===== config.mk =====
export PLATFORM = sky130hd
export DESIGN_NAME = rpnh_mod_unit
export DESIGN_NICKNAME = d
export VERILOG_FILES = /design/src/rtl/core/rpnh_pkg.sv /design/src/rtl/core/rpnh_mod_unit.sv
export SDC_FILE = /design/constraint.sdc
export NUM_CORES = 1
export LEC_CHECK = 0
export BUFFER_PORTS_ARGS = -buffer_cell sky130_fd_sc_hd__clkbuf_2
export CORE_UTILIZATION = 48
export CTS_BUF_LIST = sky130_fd_sc_hd__clkbuf_4 sky130_fd_sc_hd__clkbuf_8 sky130_fd_sc_hd__clkbuf_16
export DETAILED_ROUTE_END_ITERATION = 10
export PLACE_DENSITY = 0.78
export SLEW_MARGIN = 15
export SYNTH_ARGS = -nofsm -noshare
export SYNTH_HDL_FRONTEND = slang
export SYNTH_SLANG_ARGS = --single-unit

===== constraint.sdc =====
create_clock -name clk -period 4.06 [get_ports clk]
set_clock_uncertainty 0.1 [all_clocks]
set_input_delay 0.406 -clock clk [delete_from_list [all_inputs] [get_ports clk]]
set_output_delay 0.406 -clock clk [all_outputs]
set_load 0.02 [all_outputs]

===== src/rtl/core/rpnh_pkg.sv =====
// ---------------------------------------------------------------------------
// rpnh_pkg
// shared types and constants of the random node picker with health records
// ---------------------------------------------------------------------------
`timescale 1ns / 1ps
package rpnh_pkg;

    localparam int NODES  = 32;
    localparam int IDX_W  = 5;
    localparam int CNT_W  = 6;
    localparam int WORD_W = 32;
    localparam logic [WORD_W-1:0] SAT_MAX = {WORD_W{1'b1}};

    typedef enum logic [1:0] {
        OP_SELECT = 2'd0,
        OP_REPORT = 2'd1,
        OP_CLEAR  = 2'd2,
        OP_NONE   = 2'd3
    } op_t;

    typedef enum logic [1:0] {
        ST_OK       = 2'd0,
        ST_FALLBACK = 2'd1,
        ST_NO_NODES = 2'd2,
        ST_BAD      = 2'd3
    } status_t;

    typedef enum logic [2:0] {
        CFG_NODE_COUNT  = 3'd0,
        CFG_RETRY       = 3'd1,
        CFG_BURST_WIN   = 3'd2,
        CFG_BURST_FAILS = 3'd3,
        CFG_CHECK       = 3'd4,
        CFG_MIN_CALLS   = 3'd5,
        CFG_RATIO       = 3'd6
    } cfg_idx_t;

    typedef enum logic [3:0] {
        S_IDLE,
        S_MOD_START,
        S_SCAN,
        S_MOD_PICK,
        S_FALLBACK_SUM,
        S_REPORT,
        S_RATIO,
        S_DONE
    } state_t;

    typedef struct packed {
        logic               start;
        logic [WORD_W-1:0]  dividend;
        logic [CNT_W-1:0]   divisor;
    } div_req_t;

    typedef struct packed {
        logic               done;
        logic [CNT_W-1:0]   rem;
    } div_rsp_t;

    function automatic logic [WORD_W-1:0] sat_add(input logic [WORD_W-1:0] a,
                                                  input logic [WORD_W-1:0] b);
        logic [WORD_W:0] s;
        s = {1'b0, a} + {1'b0, b};
        return s[WORD_W] ? SAT_MAX : s[WORD_W-1:0];
    endfunction

endpackage


===== src/rtl/core/rpnh_mod_unit.sv =====
// ---------------------------------------------------------------------------
// rpnh_mod_unit
// bit-serial remainder of a 32-bit word by a small node count
// ---------------------------------------------------------------------------
`timescale 1ns / 1ps
module rpnh_mod_unit (
    input  logic              clk,
    input  logic              rst_n,
    input  rpnh_pkg::div_req_t req,
    output rpnh_pkg::div_rsp_t rsp
);
    import rpnh_pkg::*;

    logic [WORD_W-1:0] word_reg, word_next;
    logic [CNT_W:0]    rem_reg, rem_next;
    logic [CNT_W-1:0]  dvs_reg, dvs_next;
    logic [5:0]        cnt_reg, cnt_next;
    logic              busy_reg, busy_next;
    logic              done_reg, done_next;
    logic [CNT_W+1:0]  trial;

    always_comb
    begin
        word_next = word_reg;
        rem_next  = rem_reg;
        dvs_next  = dvs_reg;
        cnt_next  = cnt_reg;
        busy_next = busy_reg;
        done_next = 1'b0;
        trial     = {rem_reg, word_reg[WORD_W-1]};
        if (req.start)
        begin
            word_next = req.dividend;
            dvs_next  = req.divisor;
            rem_next  = '0;
            cnt_next  = 6'(WORD_W);
            busy_next = 1'b1;
        end
        else if (busy_reg)
        begin
            word_next = {word_reg[WORD_W-2:0], 1'b0};
            if (trial >= {2'b00, dvs_reg})
                rem_next = (CNT_W+1)'(trial - {2'b00, dvs_reg});
            else
                rem_next = (CNT_W+1)'(trial);
            cnt_next = cnt_reg - 6'd1;
            if (cnt_reg == 6'd1)
            begin
                busy_next = 1'b0;
                done_next = 1'b1;
            end
        end
    end

    always_ff @(posedge clk or negedge rst_n)
    begin
        if (!rst_n)
        begin
            busy_reg <= 1'b0;
            done_reg <= 1'b0;
            cnt_reg  <= '0;
        end
        else
        begin
            busy_reg <= busy_next;
            done_reg <= done_next;
            cnt_reg  <= cnt_next;
        end
    end

    always_ff @(posedge clk)
    begin
        word_reg <= word_next;
        rem_reg  <= rem_next;
        dvs_reg  <= dvs_next;
    end

    assign rsp.done = done_reg;
    assign rsp.rem  = rem_reg[CNT_W-1:0];
endmodule


==> flow_summary_export.csv, run 1 <==
group,metric,value,unit
yosys,async_flop_share,0.1509,
clock_tree,clk_pin_slew,100,ps
yosys,ys_warn_count,0,
hold_path,hold_path_depth,1,
drt,wire_per_inst,13.33,um
timing,hold_slack,170.7,ps
clock_tree,cts_sinks,53,
yosys,syn_nets,239,
yosys,synth_edf_count,38,
pwr,max-vdd-ir-drop,241.9,uV
yosys,synth_seq_cells,53,
clock_tree,clk_latency,310,ps
job,maxCapViolCount,0,
clock_tree,htreeDepth,2,
pwr,power_switching,0.0005499,W
setup_path,crit_start,"word_reg[31]$_DFFE_PP_",
setup_path,worst_setup_path_start_kind,"flip-flop",
setup_path,timing.rr.end,"rem_reg[0]$_SDFFE_PP0P_",
global_routing,grt_pass1_vias,1484,
setup_path,crit_fanout,9,
global_routing,antenna_found_initial,0,
timing,rsz0062_at_grt,"false",
pwr,power.internal,0.001091,W
timing,max_slew_margin,0.6046,
drt,vias,1516,
drt,drt_iter0_markers,66,
final_layout,antenna-diode-count,0,
setup_path,end_kind,"flip-flop",
yosys,ys_types,41,
clock_tree,clock-root-buffer,"clkbuf_8",
hold_path,whs_endpoint,"dvs_reg[0]$_DFFE_PP_",
pwr,clkPwrFrac,0.193,
pwr,swShare,0.3351,
floorplan,die_area,5613,um2
setup_path,cp_cell_sequence,"inv_1 -> ha_1 -> inv_1 -> fa_1 -> a21oi_1 -> nor3_2 -> nor3_4 -> mux2_4 -> a211oi_2",
setup_path,crit_type,"flip-flop to flip-flop",
final_layout,multi_input_area,945.9,um2
final_layout,layout-drive-gt1-share,0.4163,
final_layout,fill_cells,432,
timing,finalHoldViolations,0,
clock_tree,cts_tree,"built",
clock_tree,cts_setup_buffers,0,
floorplan,start_util,0.4998,
clock_tree,ctsResizeCount,0,
final_layout,largest_reg_flops,32,
pwr,power.density,562.4,nW/um2
timing,tightest_slew,593.1,ps
drt,antenna_left,0,
timing,finalSetupViolCount,0,
setup_path,cp.required,4190,ps
hold_path,hold_path.class,"input port to flip-flop",
global_routing,grt_start_max_net_pins,38,
pwr,p_leak,1.225,nW
pwr,combPwrFrac,0.335,
timing,timing.final.crit_period,2521,ps
floorplan,rows,26,
setup_path,crit_path_max_incr_delay,410,ps
global_routing,grt_usage,0.1595,
setup_path,reg2reg_depth,9,
floorplan,die_h,74.92,um
clock_tree,ctsHoldBuffers,1,
setup_path,r2r_start,"word_reg[31]$_DFFE_PP_",
yosys,synth_area,2552,um2
hold_path,holdCritStartpoint,"req[0]",
floorplan,design.core.area,5107,um2
drt,dr.pass1.iters,4,
setup_path,slowest_stage,"nor3_4",
global_routing,grt_overflow_total,0,
place,gp_congestion,0.7670,
timing,final.period_utilization,0.6209,
drt,drc_errors,0,
pwr,pwr-share-seq,0.472,
clock_tree,ctsLongestPathBuffers,2,
final_layout,area.sequential,1481,um2
timing,finalMaxSlewViolations,0,
yosys,synth_cells,189,
clock_tree,cts_inserted_buffers,5,
floorplan,die_w,74.92,um
setup_path,crit_arrival,2650,ps
yosys,dominantRegCellSynth,"edfxtp_1",
setup_path,cpMostUsedCell,"inv_1",
yosys,ys_seq_area_frac,0.5804,
drt,via_per_inst,5.003,
place,dpl.hpwl,2831,um
global_routing,grt_pass1_wl,6596,um
timing,setup_tns,0,ps
drt,wirelength,4040,um
final_layout,syn_to_final_growth,14.31,%
setup_path,ff2ff_setup_slack,1540,ps
timing,fmaxAchievable,396.7,MHz
floorplan,ios,48,
place,port_buffers,47,
yosys,avgSynthCellArea,13.51,um2
final_layout,finish.net_count,282,
outcome,status,"finished, final reports clean",
[Yosys cell counts, types with 2 or more instances]
cell type,n,share of area
nand2b_1,4,0.0098
mux2_2,31,0.14
xnor2_1,6,0.021
a21oi_1,2,0.0039
mux2i_1,3,0.012
clkbuf_1,3,0.0044
nand2_1,5,0.0074
edfxtp_1,38,0.45
dfxtp_1,7,0.055
ha_1,8,0.039
buf_4,7,0.021
a211oi_1,5,0.015
buf_1,3,0.0044
xor2_1,3,0.010
inv_1,12,0.018
nor3_1,3,0.0059
dfrtp_1,8,0.078
nor2_1,17,0.025
and2_1,2,0.0049
[kinds of logic after synthesis]
| group | Yosys count | share of synthesized area |
|---|---|---|
| adder cells (fa/ha/maj) | 9 | 0.04706 |
| AND/OR/NAND/NOR | 40 | 0.08480 |
| flip-flops | 53 | 0.5804 |
| multiplexers | 35 | 0.1544 |
| AO/OA/AOI/OAI | 17 | 0.05343 |
| buffers and inverters | 26 | 0.04902 |
| XOR/XNOR | 9 | 0.03088 |
[how the worst max path moves through the flow]
stage | to | slack, ps | cells past startpoint
after global placement | rem_reg[0]$_SDFFE_PP0P_ | 1630 | 9
after global routing | rem_reg[0]$_SDFFE_PP0P_ | 1350 | 9
after CTS | rem_reg[0]$_SDFFE_PP0P_ | 1530 | 9
after detailed placement | rem_reg[0]$_SDFFE_PP0P_ | 1560 | 9
final | rem_reg[0]$_SDFFE_PP0P_ | 1540 | 9
after floorplan | rem_reg[0]$_SDFFE_PP0P_ | 1760 | 9
[worst max-delay path, delay by kind of cell (launching register included)]
kind	cells	cell delay [ps]
AOI/OAI and AO/OA	2	440
adders and majority gates	2	550
buffers and inverters	2	140
DFF	1	370
muxes	1	340
and+or+nand+nor	2	500
[final cells by class]
| class | count | area share |
|---|---|---|
| Timing Repair Buffer | 50 | 0.08919 |
| Inverter | 12 | 0.01544 |
| Clock inverter | 3 | 0.009863 |
| Sequential cell | 53 | 0.5077 |
| Multi-Input combinational cell | 110 | 0.3242 |
| Clock buffer | 5 | 0.02358 |
| Tap cell | 70 | 0.03002 |
[cells in the final DEF (no fill, tap or decap), types with 4 or more instances in the layout]
cell type / instances
nor2_1: 17
xnor2_1: 6
nand2b_1: 4
nand2_1: 5
a211oi_1: 5
clkbuf_8: 5
inv_1: 12
clkbuf_2: 47
edfxtp_1: 38
mux2_2: 31
dfxtp_1: 7
ha_1: 8
dfrtp_1: 8
[power by group through the flow]
| stage | registers [W] | clock network (W) | logic [W] |
|---|---|---|---|
| global route | 0.000789 | 0.000349 | 0.000612 |
| CTS | 0.000776 | 0.000331 | 0.000553 |
| floorplan | 0.000759 | 0 | 0.000479 |
| finish | 0.000775 | 0.000318 | 0.000549 |
| global placement | 0.000785 | 0 | 0.000534 |
| detailed placement | 0.000787 | 0 | 0.000550 |
[through the flow]
stage	area [um2]	power [W]	std cells	utilization	worst slack, ps
2_1_floorplan	2552	0.001238	189	-	1760
3_3_place_gp	2810	0.001319	294	0.5502	1634
3_5_place_dp	2810	0.001337	294	0.5502	1558
4_1_cts	2918	0.001660	303	0.5713	1530
5_1_grt	2918	0.001750	303	0.5713	1347
6_report	2918	0.001641	303	0.5713	1539
[per-layer routing]
| layer | vias to the layer above | track usage | share of wire | wire length, um |
|---|---|---|---|---|
| met2 | 33 | 0.2683 | 0.49 | 1972 |
| met1 | 724 | 0.1972 | 0.45 | 1837 |
| met5 | - | 0 | 0 | 0 |
| met4 | 0 | 0.04403 | 0.0030 | 12 |
| li1 | 757 | - | - | - |
| met3 | 2 | 0.05355 | 0.054 | 217 |
(Power assumes the default switching activity.)
==> inputs of run 2 (changes only) <==
PLACE_DENSITY = 0.8   (was 0.78)
clock period = 2.1 ns   (was 4.06 ns; I/O delays follow)
==> flow_summary_export.csv, run 2 (synthesized netlist as in run 1, its figures left out) <==
group,metric,value,unit
pwr,power.internal,0.002248,W
hold_path,holdCritStartpoint,"req[38]",
place,dpl.hpwl,2972,um
final_layout,mostFrequentLayoutCells,"47 x clkbuf_2, 38 x edfxtp_1, 31 x mux2_2, 16 x nor2_1, 10 x buf_4",
hold_path,hold_path_depth,2,
clock_tree,clock-root-buffer,"clkbuf_8",
floorplan,die_w,74.92,um
hold_path,whs_endpoint,"cnt_reg[4]$_DFFE_PN0P_",
setup_path,worst_setup_path_start_kind,"flip-flop",
pwr,swShare,0.3427,
pwr,p_leak,1.303,nW
drt,wire_per_inst,14.44,um
drt,antenna_left,0,
setup_path,cp.required,2180,ps
place,placed_cells,299,
clock_tree,cts_inserted_buffers,5,
pwr,pwr-share-seq,0.435,
timing,final.period_utilization,1.052,
drt,dr_wl_met2,2286,um
setup_path,crit_fanout,8,
setup_path,reg2reg_depth,10,
job,maxCapViolCount,0,
global_routing,grt_start_max_net_pins,35,
final_layout,finish.net_count,297,
timing,tightest_slew,435.8,ps
clock_tree,cts_tree,"built",
pwr,clkPwrFrac,0.183,
timing,finalHoldViolations,0,
final_layout,syn_to_final_growth,21.42,%
timing,finalMaxSlewViolations,0,
drt,wl_met1,2059,um
timing,max_slew_margin,0.7054,
final_layout,largest_reg_flops,32,
setup_path,r2r_start,"word_reg[31]$_DFFE_PP_",
setup_path,timing.rr.end,"rem_reg[1]$_SDFFE_PP0P_",
setup_path,crit_path_max_incr_delay,400,ps
drt,wirelength,4593,um
floorplan,die_area,5613,um2
timing,timing.final.ws_setup,-108.6,ps
setup_path,path_buf_inv,3,
clock_tree,ctsLongestPathBuffers,2,
setup_path,critical-path-top-delay-family,"adder cells",
global_routing,grt_pass1_wl,6872,um
final_layout,layout-drive-gt1-share,0.4597,
global_routing,grt_overflow_total,0,
timing,rsz0062_at_grt,"true",
drt,drc_errors,0,
setup_path,end_kind,"flip-flop",
hold_path,hold_path.class,"input port to flip-flop",
clock_tree,htreeDepth,2,
global_routing,grt_usage,0.1654,
timing,timing.final.crit_period,2209,ps
drt,wl_met3,193,um
timing,fmaxAchievable,452.8,MHz
final_layout,fin_cells,318,
timing,finalSetupViolCount,6,
final_layout,antenna-diode-count,0,
global_routing,antenna_found_initial,0,
floorplan,rows,26,
clock_tree,clk_pin_slew,120,ps
outcome,violations,"setup timing",
pwr,max-vdd-ir-drop,689.6,uV
place,port_buffers,47,
setup_path,crit_arrival,2290,ps
drt,dr.pass1.iters,4,
drt,via_per_inst,5.170,
timing,setup_tns,-525.4,ps
pwr,combPwrFrac,0.381,
floorplan,ios,48,
setup_path,ff2ff_setup_slack,-110,ps
setup_path,path_depth,10,
drt,vias,1644,
pwr,power.density,1103,nW/um2
pwr,power_switching,0.001172,W
setup_path,crit_type,"flip-flop to flip-flop",
place,gp_congestion,0.8128,
clock_tree,cts_sinks,53,
drt,drt_iter0_markers,73,
final_layout,fill_cells,425,
clock_tree,clk_latency,320,ps
floorplan,die_h,74.92,um
setup_path,cp_cell_sequence,"inv_2 -> ha_4 -> inv_2 -> fa_2 -> a21oi_4 -> nor3_4 -> nor3_4 -> buf_6 -> mux2i_1 -> a211oi_1",
outcome,status,"finished with violations",
setup_path,slowest_stage,"edfxtp_1",
floorplan,design.core.area,5107,um2
global_routing,grt_pass1_vias,1460,
floorplan,start_util,0.4998,
drt,top_layer_used,"met4",
final_layout,final_common_cell,"clkbuf_2",
run 2: through the flow:
step	total power [W]	util	hold WS [ps]	setup WS, ps	area [um2]
floorplan	0.002408	-	-185.6	-78.04	2562
global placement	0.002622	0.5595	-33.39	43.62	2858
detailed placement	0.002660	0.5595	-30.90	-11.67	2858
CTS	0.003308	0.5938	10.78	-30.75	3033
global route	0.003612	0.6068	17.97	-226.8	3099
finish	0.003419	0.6068	6.980	-108.6	3099
run 2: final cells by class:
class / instances / area [um2] / area share
multi-input combinational: 110 / 992.2 / 0.3201
timing repair buffer: 65 / 391.6 / 0.1264
tap: 70 / 87.58 / 0.02826
inverter: 12 / 48.80 / 0.01574
sequential: 53 / 1481 / 0.4780
clock buffer: 5 / 68.82 / 0.02220
clock inverter: 3 / 28.78 / 0.009285
run 2: power groups by stage:
stage          registers [W]  logic (W)  clock network [W]
5_1_grt              0.00152    0.00142           0.000673
4_1_cts              0.00149    0.00118           0.000638
6_report             0.00149    0.00130           0.000626
3_3_place_gp         0.00150    0.00112                  0
2_1_floorplan        0.00147   0.000939                  0
3_5_place_dp         0.00151    0.00115                  0
run 2: repair_timing:
item	CTS	global route
pin swaps	1	11
hold endpoints to repair	14	0
endpoints found under the setup margin	5	6
setup buffers	1	3
hold buffers	7	0
resized for setup	0	10
gates cloned	0	0
run 2: worst max path at each step:
stage                           start                 endpoint  slack, ps
6_report       word_reg[31]$_DFFE_PP_  rem_reg[1]$_SDFFE_PP0P_       -110
4_1_cts        word_reg[31]$_DFFE_PP_  rem_reg[0]$_SDFFE_PP0P_        -30
3_5_place_dp   word_reg[31]$_DFFE_PP_  rem_reg[1]$_SDFFE_PP0P_        -10
3_3_place_gp   word_reg[31]$_DFFE_PP_  rem_reg[3]$_SDFFE_PP0P_         40
5_1_grt        word_reg[31]$_DFFE_PP_  rem_reg[3]$_SDFFE_PP0P_       -230
2_1_floorplan  word_reg[31]$_DFFE_PP_  rem_reg[0]$_SDFFE_PP0P_        -80
run 2: layer usage:
metal | up-vias | GRT usage
li1 | 788 | -
met1 | 805 | 0.2298
met2 | 45 | 0.2603
met3 | 6 | 0.04552
met4 | 0 | 0.03774
met5 | - | 0
