[config.mk]
export PLATFORM = sky130hd
export DESIGN_NAME = rpnh_ratio_unit
export DESIGN_NICKNAME = d
export VERILOG_FILES = /design/src/rtl/core/rpnh_pkg.sv /design/src/rtl/core/rpnh_ratio_unit.sv
export SDC_FILE = /design/constraint.sdc
export NUM_CORES = 1
export LEC_CHECK = 0
export ABC_CLOCK_PERIOD_IN_PS = 4600
export BUFFER_PORTS_ARGS = -buffer_cell sky130_fd_sc_hd__buf_2
export CORE_UTILIZATION = 55
export DETAILED_ROUTE_END_ITERATION = 7
export GPL_TIMING_DRIVEN = 0
export PLACE_DENSITY = 0.77
export SLEW_MARGIN = 10
export SYNTH_ARGS = -nofsm -noshare
export SYNTH_HDL_FRONTEND = slang
export SYNTH_SLANG_ARGS = --single-unit
[constraint.sdc]
create_clock -name clk -period 4.6 [get_ports clk]
set_clock_uncertainty 0.15 [all_clocks]
set_input_delay 0.92 -clock clk [delete_from_list [all_inputs] [get_ports clk]]
set_output_delay 0.92 -clock clk [all_outputs]
set_load 0.02 [all_outputs]
[src/rtl/core/rpnh_pkg.sv]
// ---------------------------------------------------------------------------
// rpnh_pkg
// shared types and constants of the random node picker with health records
// ---------------------------------------------------------------------------
`timescale 1ns / 1ps
package rpnh_pkg;

    localparam int NODES  = 32;
    localparam int IDX_W  = 5;
    localparam int CNT_W  = 6;
    localparam int WORD_W = 32;
    localparam logic [WORD_W-1:0] SAT_MAX = {WORD_W{1'b1}};

    typedef enum logic [1:0] {
        OP_SELECT = 2'd0,
        OP_REPORT = 2'd1,
        OP_CLEAR  = 2'd2,
        OP_NONE   = 2'd3
    } op_t;

    typedef enum logic [1:0] {
        ST_OK       = 2'd0,
        ST_FALLBACK = 2'd1,
        ST_NO_NODES = 2'd2,
        ST_BAD      = 2'd3
    } status_t;

    typedef enum logic [2:0] {
        CFG_NODE_COUNT  = 3'd0,
        CFG_RETRY       = 3'd1,
        CFG_BURST_WIN   = 3'd2,
        CFG_BURST_FAILS = 3'd3,
        CFG_CHECK       = 3'd4,
        CFG_MIN_CALLS   = 3'd5,
        CFG_RATIO       = 3'd6
    } cfg_idx_t;

    typedef enum logic [3:0] {
        S_IDLE,
        S_MOD_START,
        S_SCAN,
        S_MOD_PICK,
        S_FALLBACK_SUM,
        S_REPORT,
        S_RATIO,
        S_DONE
    } state_t;

    typedef struct packed {
        logic               start;
        logic [WORD_W-1:0]  dividend;
        logic [CNT_W-1:0]   divisor;
    } div_req_t;

    typedef struct packed {
        logic               done;
        logic [CNT_W-1:0]   rem;
    } div_rsp_t;

    function automatic logic [WORD_W-1:0] sat_add(input logic [WORD_W-1:0] a,
                                                  input logic [WORD_W-1:0] b);
        logic [WORD_W:0] s;
        s = {1'b0, a} + {1'b0, b};
        return s[WORD_W] ? SAT_MAX : s[WORD_W-1:0];
    endfunction

endpackage

[src/rtl/core/rpnh_ratio_unit.sv]
// ---------------------------------------------------------------------------
// rpnh_ratio_unit
// shift-add product of threshold and call total, one bit a cycle
// ---------------------------------------------------------------------------
`timescale 1ns / 1ps
module rpnh_ratio_unit (
    input  logic                         clk,
    input  logic                         rst_n,
    input  logic                         start,
    input  logic [8:0]                   ratio,
    input  logic [rpnh_pkg::WORD_W:0]    total,
    output logic                         done,
    output logic [rpnh_pkg::WORD_W+9:0]  product
);
    import rpnh_pkg::*;

    logic [WORD_W+9:0] acc_reg, acc_next;
    logic [WORD_W+9:0] mcand_reg, mcand_next;
    logic [8:0]        mplier_reg, mplier_next;
    logic [3:0]        cnt_reg, cnt_next;
    logic              busy_reg, busy_next, done_reg, done_next;

    always_comb
    begin
        acc_next    = acc_reg;
        mcand_next  = mcand_reg;
        mplier_next = mplier_reg;
        cnt_next    = cnt_reg;
        busy_next   = busy_reg;
        done_next   = 1'b0;
        if (start)
        begin
            acc_next    = '0;
            mcand_next  = (WORD_W+10)'(total);
            mplier_next = ratio;
            cnt_next    = 4'd9;
            busy_next   = 1'b1;
        end
        else if (busy_reg)
        begin
            if (mplier_reg[0])
                acc_next = acc_reg + mcand_reg;
            mcand_next  = {mcand_reg[WORD_W+8:0], 1'b0};
            mplier_next = {1'b0, mplier_reg[8:1]};
            cnt_next    = cnt_reg - 4'd1;
            if (cnt_reg == 4'd1)
            begin
                busy_next = 1'b0;
                done_next = 1'b1;
            end
        end
    end

    always_ff @(posedge clk or negedge rst_n)
    begin
        if (!rst_n)
        begin
            busy_reg <= 1'b0;
            done_reg <= 1'b0;
            cnt_reg  <= '0;
        end
        else
        begin
            busy_reg <= busy_next;
            done_reg <= done_next;
            cnt_reg  <= cnt_next;
        end
    end

    always_ff @(posedge clk)
    begin
        acc_reg    <= acc_next;
        mcand_reg  <= mcand_next;
        mplier_reg <= mplier_next;
    end

    assign done    = done_reg;
    assign product = acc_reg;
endmodule

==> run metrics, run 1 <==
startpoint types flop; Setup violations, final 0; cell area after synthesis 6210 sq um; origin of the critical flop-to-flop path product[0]; dpl ws 1.13 ns; worst skew pair latency 0.35 ns; RSZ-0062 raised after global routing false; Nets ~860; CP Data Arrival Time 3.42 ns; R2R Path End product[38]; layout cells sized above 1 0.223; Max stage delay on crit path 0.53 ns; WL final 15600 microns; final hold vios 0; Die Area around 12000 sq um; Syn Inst Count 678; Slew HR 0.283; Initial Utilization 0.568; cts bufs inserted 9; setup TNS 0 ns; CTS tree built; vias in the first global route between 5000 and 6000; Clock Pin Slew Worst Setup and Hold Paths 0.07 ns; DP Area between 6000 and 7000 sq um; starting DRC count in detailed routing 302; hpwl dp 11800 microns; CTS Hold Bufs 0; first-pass GRT wire length between 20000 and 30000 microns; grt ovf 0; vias per inst 5.88; Synthesis Warnings 0; Final Max Tran Viols 0; antenna-violating nets left 0; overall die width 108 microns; fin crit share 0.717; Max Cap Viol 0; commonest cells after routing, fill and taps aside nand2_1, buf_2, a21oi_1, dfxtp_1, ha_1; total number of vias 5414; initial antenna violation count 0; post-layout instance area 7100 sq um; delay-heaviest family, CP compound AO/OA/AOI/OAI gates; final worst slack 1.30 ns; post-CTS sizing 0; Synthesized Nets 767; Core ar. 10900 sq um; EDFF count, synth 42; Most used DFF post-synth dfxtp_1; ys async rst share 0.0606; Cell Rows 38; Finished Layout Cells 920; critical path class reg2reg; Root Buffer Master clkbuf_16; R2R cell count 11; shortest period the worst path allows 3.30 ns; fillcell total roughly 940; DIE HEIGHT between 100 and 150 microns; Register Area 2430 sq um; CTS Sinks between 90 and 100; CP Cell Sequence ha_1 -> inv_1 -> fa_1 -> nand2b_1 -> a21oi_2 -> o211ai_2 -> o21ai_2 -> a41oi_2 -> o41a_1 -> o31a_1 -> a211oi_1; syn_area_per_cell 9.16 sq um; Cell Pwr Density roughly 660 nW/um^2; status completed; area grow syn2layout 14.4%; Synth Register Bits 99; crit-path max FO 3; area occupied by multi-input gates 3500 sq um; routed len/inst 16.9 microns; 1st-pass router iterations 5; CP max-delay cell o41a_1; Min-Delay Path Class in2async; R2R Setup Slk about 1.3 ns; IR drop worst, VDD 0.357 mV; worst endpoint required time 4.72 ns; n_diodes 0; gpl congestion 0.919; Achievable Freq approximately 0.30 GHz; library cells used by synthesis 67; IO buf count 86; crit end category flop; placed cells 904; Setup Buffers After CTS 0; DRC violations left 0; Max Root-Sink Buffers 2; sequential area share after synthesis 0.392; CTS H-tree lvls 3; largest net degree at the start of global routing 43; commonest non-fill, non-tap cell in the layout nand2_1; gr usage total 0.282; Critical path buffers and inverters 1; I/O Pins 88; Leakage between 3 and 4 nW; Tightest Pin Transition approximately 1.1 ns
[worst register-to-register path: cells and delay by family (launching register included)]
family,cells,cell delay [ns]
buf+inv,1,0.06
compound gates,7,1.89
flops,1,0.36
fa+ha+maj,2,0.57
simple gates,1,0.21
[through the flow]
| step | power (mW) | hold slack, ns | util |
|---|---|---|---|
| 6_report | 4.70 | 0.227 | 0.650 |
| 4_1_cts | 4.69 | 0.226 | 0.650 |
| 2_1_floorplan | 3.29 | 0.332 | - |
| 3_5_place_dp | 3.93 | 0.319 | 0.623 |
| 3_3_place_gp | 3.85 | 0.313 | 0.623 |
| 5_1_grt | 5.04 | 0.231 | 0.650 |
[metal layers]
layer | part of all wire | global-route usage | vias to the layer above | wire length (microns)
li1 | - | - | 2642 | -
met1 | 0.45 | 0.354 | 2605 | 7000
met2 | 0.49 | 0.490 | 148 | 7620
met3 | 0.046 | 0.0494 | 19 | 724
met4 | 0.015 | 0.0890 | 0 | 235
met5 | 0 | 0 | - | 0
[layout make-up]
cell class,count,area share
sequential,99,0.342
inverter,16,0.00846
buffer,43,0.0301
timing repair buffer,86,0.0606
multi-input combinational,520,0.493
clock buffer,12,0.0379
clock inverter,4,0.00299
tap,140,0.0247
[worst max-delay path by stage]
stage | start | end | slack, ns | depth (start not counted)
2_1_floorplan | product[0] | product[38] | 1.59 | 12
3_5_place_dp | start | mcand_reg[18] | 1.13 | 4
6_report | product[0] | product[38] | 1.30 | 11
5_1_grt | product[0] | product[38] | 1.15 | 11
3_3_place_gp | start | mcand_reg[25] | 1.21 | 4
4_1_cts | product[0] | product[38] | 1.29 | 11
[kinds of logic (layout without fill, tap and decap cells)]
logic type,Yosys count,after routing,share of synthesized area
buffers and inverters,59,161,0.0441
DFF,99,99,0.392
and+or+nand+nor,205,205,0.149
AOI/OAI and AO/OA,189,189,0.192
muxes,48,48,0.0853
adders and majority gates,44,44,0.0899
xor gates and xnor gates,34,34,0.0480
[power by group]
part | internal, mW | switching, mW | total (mW)
logic | 0.978 | 1.58 | 2.56
registers | 1.20 | 0.197 | 1.40
clock network | 0.415 | 0.337 | 0.752
[synth_stat cells, drive strengths merged, types with 2 or more instances]
library cell	number	area [sq um]
buf	18	120
o31ai	3	27.5
edfxtp	42	1260
o21ai	38	198
a21oi	90	465
or3	3	18.8
nor2b	4	25.0
o211ai	8	65.1
o21bai	7	52.6
nand2b	5	31.3
ha	43	538
clkbuf	25	93.8
nand2	103	389
nor4	2	12.5
a2111oi	2	17.5
and4	2	17.5
nand4	11	68.8
xor2	13	114
mux2	39	439
dfxtp	51	1020
a31oi	5	46.3
nor2	40	150
and3	3	20.0
a211oi	6	57.6
o21a	4	30.0
a21o	13	97.6
dfrtp	6	150
nand3	14	70.1
inv	16	60.1
nor3	7	40.0
o311ai	2	17.5
xnor2	21	184
nor4b	2	17.5
mux2i	9	90.1
and2	4	25.0
Power figures use the tool's default switching activity.
==> run 2, diff against run 1 <==
ABC_CLOCK_PERIOD_IN_PS = 2700   (was 4600)
CORE_UTILIZATION = 53   (was 55)
PLACE_DENSITY = 0.78   (was 0.77)
clock period = 2.7 ns   (was 4.6 ns; I/O delays follow)
==> run 2 against run 1 <==
The run now ends with setup timing left. Final area increased by 10%. Via count increased by 6.0%. Power increased by 96%. Utilization increased by 3.5 points. Cell count increased by 3.6%. Combinational power increased by 120%. First-iteration DRC count decreased by 4.0%. Clock power increased by 66%. Critical path type unchanged. Critical endpoint is now product[30]. Largest power group unchanged.
==> run metrics, run 2 (same netlist as run 1, synthesis figures left out) <==
status complete, but fails checks; failing checks setup timing; CTS tree built; shortest period the worst path allows 3.01 ns (-0.290 ns); n_diodes 0 (unchanged); hpwl dp 12200 microns (+3.4%); vias per inst 6.02 (+2.3%); RSZ-0062 raised after global routing true; Max stage delay on crit path 0.43 ns (-0.10 ns); CTS H-tree lvls 3 (unchanged); fillcell total 897 (-4.8%); Die Area 12100 sq um (+3.7%); largest net degree at the start of global routing 43 (unchanged); CP max-delay cell o41a_1; CP Cell Sequence ha_2 -> inv_2 -> fa_2 -> nand2b_4 -> a21oi_4 -> o211ai_2 -> o21ai_2 -> a41oi_2 -> o41a_1 -> buf_4 -> xnor2_2 -> nand2_1 -> a21oi_2; Leakage 3.38 nW (+8.3%); vias in the first global route 5381 (+0.69%); WL final 17800 microns (+14%); grt ovf 0 (unchanged); CP Data Arrival Time 3.15 ns (-0.27 ns); DRC violations left 0 (unchanged); IR drop worst, VDD 0.818 mV (+130%); 1st-pass router iterations 5 (unchanged); DP Area 6860 sq um (+0.62%); Setup violations, final 11 (+11); crit end category flop; R2R Setup Slk -0.31 ns (-1.61 ns); Achievable Freq 0.332 GHz (+9.6%); worst skew pair latency 0.36 ns (about the same); final hold vios 0 (unchanged); Core ar. 11400 sq um (+4.4%); IO buf count 86 (unchanged); I/O Pins 88 (unchanged); final worst slack -0.309 ns (-1.61 ns); Root Buffer Master clkbuf_16; critical path class reg2reg; gpl congestion 0.888 (-3.4%); origin of the critical flop-to-flop path mcand_reg[0]; crit-path max FO 3 (unchanged); post-layout instance area 7820 sq um (+10%); Max Cap Viol 0 (unchanged); Initial Utilization 0.544 (-0.0240); Nets 894 (+3.5%); initial antenna violation count 0 (unchanged); delay-heaviest family, CP compound AO/OA/AOI/OAI gates; Tightest Pin Transition 0.671 ns (-0.404 ns); Setup crit start mcand_reg[0]; gr usage total 0.290 (+0.00771); Finished Layout Cells 953 (+3.6%); setup TNS -1.69 ns (-1.69 ns); Cell Rows 39 (+2.6%); routed len/inst 18.6 microns (+10%); worst endpoint required time 2.84 ns (-1.88 ns); layout cells sized above 1 0.348 (+0.125); antenna-violating nets left 0 (unchanged); Max Root-Sink Buffers 2 (unchanged); Final Max Tran Viols 0 (unchanged); commonest cells after routing, fill and taps aside nand2_1, buf_2, a21oi_1, dfxtp_1; cts bufs inserted 9 (unchanged); placed cells 907 (+0.33%); overall die width 110 microns (+1.8%); Slew HR 0.552 (+0.269); startpoint types flop; CTS Sinks 99 (unchanged); hold_sp total[0]; first-pass GRT wire length 26600 microns (+4.4%); Cell Pwr Density 1180 nW/um^2 (+78%); commonest non-fill, non-tap cell in the layout nand2_1; total number of vias 5739 (+6.0%); Critical path buffers and inverters 2 (+1); fin crit share 1.11 (+0.397); Min-Delay Path Class in2reg; area grow syn2layout 26.0%; DIE HEIGHT 110 microns (+1.8%); starting DRC count in detailed routing 290 (-4.0%); Clock Pin Slew Worst Setup and Hold Paths 0.07 ns (about the same); post-layout util 0.685 (+0.0354)
[run 2: cell types whose count changed in the layout (fill, tap and decap cells not counted), sizes merged]
cell	previous run	this run
buf	104	140
clkbuf	37	27
clkinv	3	2
dlygate4sd3	0	1
inv	17	21
[run 2: worst reg2reg max path, cell delays in order (launching register included)]
cell and delay (ns):
edfxtp_1 0.36, ha_2 0.20, inv_2 0.04, fa_2 0.34, nand2b_4 0.17, a21oi_4 0.16
o211ai_2 0.14, o21ai_2 0.19, a41oi_2 0.21, o41a_1 0.43, buf_4 0.17, xnor2_2 0.12
nand2_1 0.10, a21oi_2 0.16
[run 2: final cells by class]
class / instances / area [sq um] / area share
plain buffers: 34 / 188 / 0.0240
well taps: 143 / 179 / 0.0229
repair buffers: 125 / 748 / 0.0957
clock inverters: 7 / 48.8 / 0.00624
clock buffers: 9 / 225 / 0.0288
flip-flops and latches: 99 / 2440 / 0.312
inverters: 16 / 60.1 / 0.00768
multi-input cells: 520 / 3930 / 0.502
[run 2: final timing paths]
check	to	cells after the start
worst min register to register	product[19]	2
max in group asynchronous	done	2
worst max-delay path	product[30]	13
worst min-delay path	mcand_reg[0]	2
worst max register to register	product[30]	13
min in group asynchronous	cnt_reg[1]	2
[run 2: timing repair]
item | 4_1_cts | 5_1_grt
buffers inserted | 17 | 22
resized for setup | 32 | 67
pin swaps | 19 | 52
endpoints found under the setup margin | 58 | 21
hold buffers | 1 | 0
hold endpoints to repair | 6 | 0
[run 2: routing by layer]
metal  GRT usage  up-vias  wire length [microns]
li1            -     2707                      -
met1       0.371     2761                   7780
met2       0.486      226                   8500
met3      0.0364       45                    970
met4       0.135        0                    525
met5           0        -                      0
[run 2: power by group]
group | internal (mW) | switching (mW)
clock | 0.633 | 0.617
combinational | 2.36 | 3.18
sequential | 2.05 | 0.400
[run 2: stage by stage]
step	setup slack, ns	power, mW	hold WS (ns)
floorplan	0.00364	5.64	0.0944
global placement	-0.388	6.64	0.212
detailed placement	-0.434	6.76	0.218
CTS	-0.267	8.44	0.307
global route	-0.390	9.78	0.316
finish	-0.309	9.24	0.306
==> run 3, diff against run 2 <==
SKIP_CTS_REPAIR_TIMING = 1   (was unset)
==> run 3 against run 2 <==
The run still ends with setup timing left. Global-route usage decreased by 1.3 points. Largest cell class unchanged. Final area is 3.8% lower. Power down 5.9%. Sequential cell count did not move. Via count fell by 3.0%. First-iteration DRC count decreased by 2.1%. Non-clock buffer count decreased by 13. Critical endpoint is now product[40]. Clock power about the same. Sequential power about the same. Die area did not move. Critical path depth fell by 1. Sequential share of layout area rose by 1.2 points.
==> run metrics, run 3 (same netlist as run 1, synthesis figures left out) <==
final hold vios 0 (unchanged); total number of vias 5564 (-3.0%); commonest cells after routing, fill and taps aside nand2_1, buf_2, a21oi_1, dfxtp_1, edfxtp_1; fin crit share 1.10 (-0.00932); Tightest Pin Transition 0.691 ns (+0.0198 ns); hpwl dp 12200 microns (unchanged); initial antenna violation count 0 (unchanged); CTS Sinks 99 (unchanged); critical path class reg2reg; RSZ-0062 raised after global routing true; CTS H-tree lvls 3 (unchanged); largest net degree at the start of global routing 43 (unchanged); vias in the first global route 5155 (-4.2%); Initial Utilization 0.544 (unchanged); crit end category flop; Root Buffer Master clkbuf_16; gpl congestion 0.888 (unchanged); Slew HR 0.539 (-0.0132); CP Data Arrival Time 3.10 ns (-0.05 ns); final worst slack -0.283 ns (+0.0252 ns); area grow syn2layout 21.3%; dpl ws -0.434 ns (unchanged); startpoint types flop; Cell Pwr Density 1150 nW/um^2 (-2.2%); Min-Delay Path Class in2reg; cts bufs inserted 9 (unchanged); Max Cap Viol 0 (unchanged); starting DRC count in detailed routing 284 (-2.1%); Cell Rows 39 (unchanged); n_diodes 0 (unchanged); status complete, but fails checks; 1st-pass router iterations 5 (unchanged); Clock Pin Slew Worst Setup and Hold Paths 0.08 ns (about the same); placed cells 907 (unchanged); layout cells sized above 1 0.295 (-0.0533); Setup violations, final 8 (-3); worst skew pair latency 0.36 ns (about the same); DIE HEIGHT 110 microns (unchanged); first-pass GRT wire length 25400 microns (-4.4%); worst endpoint required time 2.81 ns (-0.03 ns); IO buf count 86 (unchanged); crit-path max FO 4 (+1); gr usage total 0.277 (-0.0127); overall die width 110 microns (unchanged); area occupied by multi-input gates 3770 sq um (-4.1%); Max Root-Sink Buffers 2 (unchanged); I/O Pins 88 (unchanged); failing checks setup timing; Leakage 3.24 nW (-4.1%); commonest non-fill, non-tap cell in the layout nand2_1; shortest period the worst path allows 2.98 ns (-0.0252 ns); grt ovf 0 (unchanged); vias per inst 5.92 (-1.7%); IR drop worst, VDD 0.681 mV (-17%); Core ar. 11400 sq um (unchanged); CTS tree built; WL final 16700 microns (-6.1%); Achievable Freq 0.335 GHz (+0.84%); routed len/inst 17.7 microns (-4.8%); DRC violations left 0 (unchanged); Die Area 12100 sq um (unchanged); post-layout util 0.659 (-0.0258); Register Area 2440 sq um (-0.10%); Finished Layout Cells 940 (-1.4%); Nets 881 (-1.5%); Final Max Tran Viols 0 (unchanged); fillcell total 935 (+4.2%); antenna-violating nets left 0 (unchanged)
[run 3: cell type report]
cell class | count | area share
Clock buffer | 9 | 0.0299
Inverter | 16 | 0.00798
Multi-Input combinational cell | 520 | 0.501
Buffer | 39 | 0.0279
Tap cell | 143 | 0.0238
Timing Repair Buffer | 107 | 0.0790
Clock inverter | 7 | 0.00648
Sequential cell | 99 | 0.324
[run 3: path summary, 6_finish.rpt]
path	start	end	slack, ns	cells past startpoint
max	mcand_reg[0]	product[40]	-0.28	12
min	total[0]	mcand_reg[0]	0.31	2
max reg2reg	mcand_reg[0]	product[40]	-0.28	12
min reg2reg	product[19]	product[19]	0.32	2
max in group asynchronous	rst_n	done	1.90	2
min in group asynchronous	rst_n	cnt_reg[1]	0.36	2
[run 3: layer usage]
layer | vias to the layer above | GRT usage | wire length, microns
met1 | 2644 | 0.358 | 7350
met5 | - | 0 | 0
met4 | 0 | 0.121 | 406
met3 | 35 | 0.0341 | 955
met2 | 205 | 0.466 | 7970
li1 | 2680 | - | -
[run 3: where the power goes]
group / total, mW / internal [mW] / switching, mW
clock network: 1.24 / 0.633 / 0.610
logic: 5.02 / 2.07 / 2.95
registers: 2.43 / 2.05 / 0.380
total: 8.69 / 4.75 / 3.94
[run 3: worst max-delay path: stages (launching register included)]
cell      delay [ns]
edfxtp_1        0.39
ha_2            0.20
inv_2           0.06
fa_2            0.20
nand2b_4        0.15
a21oi_4         0.06
o211ai_2        0.24
nand2_2         0.12
a31o_4          0.27
a211oi_4        0.32
a211oi_2        0.14
or3_1           0.33
a32o_1          0.25
[run 3: metrics by stage]
stage / setup TNS [ns] / area, sq um / total power, mW / hold WS (ns)
finish: -1.17 / 7530 / 8.69 / 0.312
global route: -2.72 / 7530 / 9.26 / 0.316
CTS: -8.39 / 7130 / 8.03 / -0.169
detailed placement: -19.19 / 6860 / 6.76 / 0.218
global placement: -15.49 / 6860 / 6.64 / 0.212
floorplan: 0 / 6250 / 5.64 / 0.0944
